===== src/design/mste_pkg.sv =====
// shared types, constants and the morse code table for the symbol timing encoder
package mste_pkg;

    localparam int TICK_W = 15;
    localparam int CHAR_W = 8;
    localparam int CFG_IDX_W = 2;
    localparam int MAX_SYM = 5;
    localparam int SYM_IDX_W = 3;
    localparam int LEN_W = 3;
    localparam int IVL_IDX_W = 4;

    localparam logic [TICK_W-1:0] DOT_TICKS_RESET = 15'h0180;
    localparam logic [TICK_W-1:0] DASH_TICKS_RESET = 15'h0480;

    localparam logic [CFG_IDX_W-1:0] REG_DOT_TICKS = 2'd0;
    localparam logic [CFG_IDX_W-1:0] REG_DASH_TICKS = 2'd1;

    localparam logic [CHAR_W-1:0] CHAR_A = 8'h41;
    localparam logic [CHAR_W-1:0] CHAR_ZERO = 8'h30;

    // one character: pattern bit k set means symbol k is a dash
    typedef struct packed {
        logic                 bad;
        logic [LEN_W-1:0]     len;
        logic [MAX_SYM-1:0]   pat;
    } t_code;

    localparam logic [LEN_W-1:0] LETTER_LEN [26] = '{
        3'd2, 3'd4, 3'd4, 3'd3, 3'd1, 3'd4, 3'd3, 3'd4, 3'd2, 3'd4,
        3'd3, 3'd4, 3'd2, 3'd2, 3'd3, 3'd4, 3'd4, 3'd3, 3'd3, 3'd1,
        3'd3, 3'd4, 3'd3, 3'd4, 3'd4, 3'd4
    };

    localparam logic [MAX_SYM-1:0] LETTER_PAT [26] = '{
        5'b00010, 5'b00001, 5'b00101, 5'b00001, 5'b00000, 5'b00100,
        5'b00011, 5'b00000, 5'b00000, 5'b01110, 5'b00101, 5'b00010,
        5'b00011, 5'b00001, 5'b00111, 5'b00110, 5'b01011, 5'b00010,
        5'b00000, 5'b00001, 5'b00100, 5'b01000, 5'b00110, 5'b01001,
        5'b01101, 5'b00011
    };

    localparam logic [MAX_SYM-1:0] DIGIT_PAT [10] = '{
        5'b11111, 5'b11110, 5'b11100, 5'b11000, 5'b10000,
        5'b00000, 5'b00001, 5'b00011, 5'b00111, 5'b01111
    };

    function automatic t_code morse_lookup(input logic [CHAR_W-1:0] ch);
        t_code      c;
        logic [4:0] li;
        logic [3:0] di;
        li = 5'(ch - CHAR_A);
        di = 4'(ch - CHAR_ZERO);
        c.bad = 1'b1;
        c.len = 3'd1;
        c.pat = '0;
        case (ch) inside
            [8'h41:8'h5A]: begin
                c.bad = 1'b0;
                c.len = LETTER_LEN[li];
                c.pat = LETTER_PAT[li];
            end
            [8'h30:8'h39]: begin
                c.bad = 1'b0;
                c.len = LEN_W'(MAX_SYM);
                c.pat = DIGIT_PAT[di];
            end
            default: begin
                c.bad = 1'b1;
            end
        endcase
        return c;
    endfunction

endpackage


===== src/design/morse_symbol_timing_encoder_core.sv =====
// the first interval of a character reaches the result ports through the input and result registers
// throughput: one interval per cycle; a character gives two intervals per symbol (up to 10),
// an uncoded character one; the next request is taken during the last interval
// the interval sequencer sets this rate; the receiver cannot stall the block
// synchronous active-low reset returns dot and dash lengths to 384 and 1152 ticks
module morse_symbol_timing_encoder_core (
    input  logic                           i_clk,
    input  logic                           i_rst_n,
    input  logic                           start,
    output logic                           busy,
    input  logic [mste_pkg::CHAR_W-1:0]    i_char_code,
    input  logic                           i_cfg_valid,
    output logic                           o_cfg_ready,
    input  logic [mste_pkg::CFG_IDX_W-1:0] i_cfg_index,
    input  logic [mste_pkg::TICK_W-1:0]    i_cfg_data,
    output logic                           o_result_valid,
    output logic [mste_pkg::TICK_W-1:0]    o_interval_ticks,
    output logic                           o_tone_on,
    output logic                           o_invalid_char,
    output logic                           o_last_interval
);
    import mste_pkg::*;

    logic [TICK_W-1:0] r_dot_ticks;
    logic [TICK_W-1:0] r_dash_ticks;
    logic              load;
    t_code             code;

    assign o_cfg_ready = 1'b1;
    assign load        = start & ~busy;

    always_ff @(posedge i_clk) begin
        if (!i_rst_n) begin
            r_dot_ticks  <= DOT_TICKS_RESET;
            r_dash_ticks <= DASH_TICKS_RESET;
        end else if (i_cfg_valid) begin
            case (i_cfg_index)
                REG_DOT_TICKS:  r_dot_ticks  <= i_cfg_data;
                REG_DASH_TICKS: r_dash_ticks <= i_cfg_data;
                default: ;
            endcase
        end
    end

    mste_decode u_decode (
        .i_clk       (i_clk),
        .i_load      (load),
        .i_char_code (i_char_code),
        .o_code      (code)
    );

    mste_serial u_serial (
        .i_clk            (i_clk),
        .i_rst_n          (i_rst_n),
        .i_load           (load),
        .i_code           (code),
        .i_dot_ticks      (r_dot_ticks),
        .i_dash_ticks     (r_dash_ticks),
        .o_busy           (busy),
        .o_result_valid   (o_result_valid),
        .o_interval_ticks (o_interval_ticks),
        .o_tone_on        (o_tone_on),
        .o_invalid_char   (o_invalid_char),
        .o_last_interval  (o_last_interval)
    );

endmodule


===== src/design/mste_decode.sv =====
// input register: looks up the morse code of an accepted character
module mste_decode (
    input  logic                      i_clk,
    input  logic                      i_load,
    input  logic [mste_pkg::CHAR_W-1:0] i_char_code,
    output mste_pkg::t_code           o_code
);
    import mste_pkg::*;

    t_code r_code;
    t_code n_code;

    assign n_code = i_load ? morse_lookup(i_char_code) : r_code;

    always_ff @(posedge i_clk) begin
        r_code <= n_code;
    end

    assign o_code = r_code;

endmodule


===== src/design/mste_serial.sv =====
// interval sequencer and result register
module mste_serial (
    input  logic                        i_clk,
    input  logic                        i_rst_n,
    input  logic                        i_load,
    input  mste_pkg::t_code             i_code,
    input  logic [mste_pkg::TICK_W-1:0] i_dot_ticks,
    input  logic [mste_pkg::TICK_W-1:0] i_dash_ticks,
    output logic                        o_busy,
    output logic                        o_result_valid,
    output logic [mste_pkg::TICK_W-1:0] o_interval_ticks,
    output logic                        o_tone_on,
    output logic                        o_invalid_char,
    output logic                        o_last_interval
);
    import mste_pkg::*;

    logic                 r_active;
    logic [IVL_IDX_W-1:0] r_idx;
    logic                 n_active;
    logic [IVL_IDX_W-1:0] n_idx;

    logic                 r_stb;
    logic [TICK_W-1:0]    r_ticks;
    logic                 r_tone;
    logic                 r_bad;
    logic                 r_last;

    logic [SYM_IDX_W-1:0] sym;
    logic                 gap;
    logic                 last_sym;
    logic                 cur_last;
    logic [TICK_W-1:0     ] cur_ticks;

    // even index is the tone, odd index the gap after it
    assign sym      = r_idx[IVL_IDX_W-1:1];
    assign gap      = r_idx[0];
    assign last_sym = (sym == SYM_IDX_W'(i_code.len - 3'd1));
    assign cur_last = i_code.bad | (gap & last_sym);

    always_comb begin
        if (i_code.bad) begin
            cur_ticks = '0;
        end else if (!gap) begin
            cur_ticks = i_code.pat[sym] ? i_dash_ticks : i_dot_ticks;
        end else begin
            cur_ticks = last_sym ? i_dash_ticks : i_dot_ticks;
        end
    end

    always_comb begin
        n_active = r_active;
        n_idx    = r_idx;
        if (i_load) begin
            n_active = 1'b1;
            n_idx    = '0;
        end else if (r_active && cur_last) begin
            n_active = 1'b0;
        end else if (r_active) begin
            n_idx = r_idx + IVL_IDX_W'(1);
        end
    end

    always_ff @(posedge i_clk) begin
        if (!i_rst_n) begin
            r_active <= 1'b0;
            r_idx    <= '0;
            r_stb    <= 1'b0;
        end else begin
            r_active <= n_active;
            r_idx    <= n_idx;
            r_stb    <= r_active;
        end
    end

    always_ff @(posedge i_clk) begin
        if (r_active) begin
            r_ticks <= cur_ticks;
            r_tone  <= ~i_code.bad & ~gap;
            r_bad   <= i_code.bad;
            r_last  <= cur_last;
        end
    end

    // free during the last interval so the next request follows directly
    assign o_busy           = r_active & ~cur_last;
    assign o_result_valid   = r_stb;
    assign o_interval_ticks = r_ticks;
    assign o_tone_on        = r_tone;
    assign o_invalid_char   = r_bad;
    assign o_last_interval  = r_last;

endmodule

===== config.mk =====
export PLATFORM = sky130hd
export DESIGN_NAME = morse_symbol_timing_encoder_core
export DESIGN_NICKNAME = d
export VERILOG_FILES = /design/src/design/mste_pkg.sv /design/src/design/morse_symbol_timing_encoder_core.sv /design/src/design/mste_decode.sv /design/src/design/mste_serial.sv
export SDC_FILE = /design/constraint.sdc
export NUM_CORES = 1
export LEC_CHECK = 0
export CORE_UTILIZATION = 48
export CTS_BUF_LIST = sky130_fd_sc_hd__clkbuf_8
export CTS_CLUSTER_SIZE = 25
export DETAILED_ROUTE_END_ITERATION = 8
export DONT_BUFFER_PORTS = 1
export SYNTH_ARGS = -nofsm -noshare
export SYNTH_HDL_FRONTEND = slang
export SYNTH_SLANG_ARGS = --single-unit

===== constraint.sdc =====
create_clock -name i_clk -period 4.55 [get_ports i_clk]
set_input_delay 0.2275 -clock i_clk [delete_from_list [all_inputs] [get_ports i_clk]]
set_output_delay 0.2275 -clock i_clk [all_outputs]
set_load 0.02 [all_outputs]

==> metrics <==
Final Setup Violations 0; Sw Ratio 0.245; core area 6790 µm²; slowest CP cell a22o_1; largest net degree at the start of global routing 36; Inserted Clock Buffers 9; Rows 30; Worst Hold Launch i_cfg_data[7]; Ports 50; First-pass DRT Iterations 4; Worst Hold Path EP r_dot_ticks[7]$_SDFFE_PN1P_; vias in the first global route 2365; Top FF cell, synth dfxtp_1; worst hold slack 0.0159 ns; Slew Viols, Final 0; fill count 630; GRT Total Usage 0.205; Sink Count 63; startpoint types flop; Worst path max stage delay 0.77 ns; area of the multi-input gates 1700 µm²; Power Internal 926 µW; combinational power share 0.095; share of the synthesized area in the top cell type 0.240; PostCTS Resize Cnt 0; per-cell routed wire length 15.4 µm; initial antenna violation count 0; Critical Path End Type flop; R2R Path Start u_serial.r_idx[1]$_SDFFE_PP0P_; post-route insts no fill 460; FMAX 0.401 GHz; Residual DRC 0; chip height 85.9 µm; number of buffers added on ports 0; Synth async-reset ratio 0; setup slack, reg-to-reg 2.06 ns; Synth Instances 372; area grow syn2layout 6.63%; total gr overflow 0; hpwl dp 4630 µm; Critical Path Fanout Max 15; hold crit path type in -> reg; kind of critical path reg -> reg; die area 7380 µm²; clock root buffer clkbuf_8; cells on worst reg2reg path 5; status finished, final reports clean; H-tree depth 3; Post-Route WL 7080 µm; total area of sequential cells 1530 µm²; clk buf depth 2; Antenna Diode Count 0; Reg clk slew, reported paths 0.07 ns; Worst EP required 4.61 ns; synthesized area per cell 9.08 µm²; CTS tree yes; Tmin final 2.49 ns; worst setup margin 2.06 ns; clock network power share 0.388; WHS Path Cells 2; gp weighted congestion 0.937; top-count cell post-synth nand2_1; Initial Utilization 0.497; RSZ-0062 raised after global routing false; Pwr Density 340 nW/µm²; initial drt markers 95; Syn Std Cell Area 3380 µm²; worst path arrival time 2.55 ns; sequential share of power 0.517; Synth cell types 61; syn nets 410; Worst-Skew Late Latency 0.34 ns; Post-synth EDFFs 27; reg-to-reg endpoint u_serial.o_interval_ticks[0]$_SDFFCE_PP0P_; DIE WIDTH 85.9 µm; sequential share of the synthesized area 0.453; Place WS 2.06 ns; Final nets 397; largest cells by area after synthesis edfxtp_1 24%, dfxtp_1 21%, nand2_1 8.1%, a21boi_0 6.2%, mux2i_1 5.3%; Vias/cell 5.52; fin crit share 0.548; Cells after DPL 442; post-CTS setup buffers 0; chain of cells forming the critical path mux4_2, nand2b_1, a22o_1, mux2i_1, nor2_1; share of cells above drive strength 1 0.0604; Via Count 2539; MaxCap Viol Count 0; DRT antenna net count 0; commonest cells in the netlist 73 x nand2_1, 36 x dfxtp_1, 34 x nor2_1; slew of the pin with the lowest slew margin 1.11 ns; static leakage 0.00133 µW; Yosys top cell by area edfxtp_1; Hold Vio Cnt, Final 0; worst clock skew 0.00566 ns; first-pass GRT wire length 11700 µm; worst vdd ir 0.262 mV; Worst slew margin 0.257; Net Sw Power 301 µW; FF+latch count, synth 63; synth warn 0; sum of negative setup slack 0 ns
[sequential cells by signal (all words and copies together), names as in the netlist]
signal                     cells
r_dash_ticks                  15
u_serial.o_interval_ticks     15
u_serial.r_active              1
u_serial.o_last_interval       1
r_dot_ticks                   15
u_serial.o_result_valid        1
u_serial.o_tone_on             1
u_serial.r_idx                 4
u_decode.o_code                9
u_serial.o_invalid_char        1
[cells in the final DEF (no fill, tap or decap), types with 3 or more instances in the layout]
master / synthesis / routed
nand2_1: 73 / 73
dfxtp_1: 36 / 36
nor2_1: 34 / 34
a21boi_0: 28 / 28
edfxtp_1: 27 / 27
mux2i_1: 18 / 18
o21ai_0: 15 / 15
nand3_1: 14 / 14
a21oi_1: 13 / 13
clkbuf_8: 0 / 10
ha_1: 9 / 9
inv_1: 8 / 8
nand2b_1: 7 / 7
nor3_1: 5 / 5
nor2b_1: 5 / 5
nand3b_1: 4 / 4
xor2_1: 3 / 3
a21o_1: 3 / 3
[final cells by class]
cell class / count / area share
Multi-Input combinational cell: 275 / 0.473
Sequential cell: 63 / 0.425
Clock buffer: 10 / 0.0382
Tap cell: 96 / 0.0333
Clock inverter: 6 / 0.0167
Inverter: 8 / 0.00833
Timing Repair Buffer: 2 / 0.00556
[cell families after synthesis]
logic type | after synthesis | synth area share
compound gates | 85 | 0.178
xor+xnor | 6 | 0.0222
fa+ha+maj | 9 | 0.0333
buf+inv | 34 | 0.0441
flops | 63 | 0.453
mux | 20 | 0.0633
other cells | 1 | 0.00111
simple gates | 154 | 0.205
[power by group through the flow]
stage	registers [µW]	logic, µW	clock network, µW
finish	635	116	476
global route	637	130	514
CTS	635	116	488
detailed placement	647	113	0
global placement	647	114	0
floorplan	640	109	0
[metal layers]
metal	GRT usage	share of wire
met5	0	0
met4	0.0818	0.015
met3	0.0712	0.073
met2	0.297	0.44
met1	0.281	0.47
[worst max-delay path, delay by kind of cell, from the launching register on]
kind | cells | cell delay [ns]
compound gates | 1 | 0.77
simple gates | 2 | 0.15
mux | 2 | 0.82
flops | 1 | 0.46
[worst max path at each step]
stage	startpoint	to	slack (ns)	cells after the start
floorplan	i_char_code[0]	u_decode.o_code[1]$_DFFE_PP_	2.22	8
global placement	u_serial.r_idx[1]$_SDFFE_PP0P_	u_serial.o_interval_ticks[0]$_SDFFCE_PP0P_	2.07	5
detailed placement	u_serial.r_idx[1]$_SDFFE_PP0P_	u_serial.o_interval_ticks[0]$_SDFFCE_PP0P_	2.06	5
CTS	u_serial.r_idx[1]$_SDFFE_PP0P_	u_serial.o_interval_ticks[0]$_SDFFCE_PP0P_	2.05	5
global route	u_decode.o_code[5]$_SDFFCE_PP1P_	u_serial.o_interval_ticks[8]$_SDFFCE_PP0P_	1.92	7
finish	u_serial.r_idx[1]$_SDFFE_PP0P_	u_serial.o_interval_ticks[0]$_SDFFCE_PP0P_	2.06	5
[what timing repair did]
item | 4_1_cts | 5_1_grt
endpoints found under the setup margin | 0 | 0
endpoints found under the hold margin | 4 | 0
hold buffers | 2 | 0
[through the flow]
step / total power, µW / cell area [µm²] / utilization
after global routing: 1280 / 3600 / 0.530
after CTS: 1240 / 3600 / 0.530
after global placement: 761 / 3390 / 0.498
final: 1230 / 3600 / 0.530
after floorplan: 750 / 3380 / -
after detailed placement: 761 / 3390 / 0.498
(Power assumes the default switching activity.)
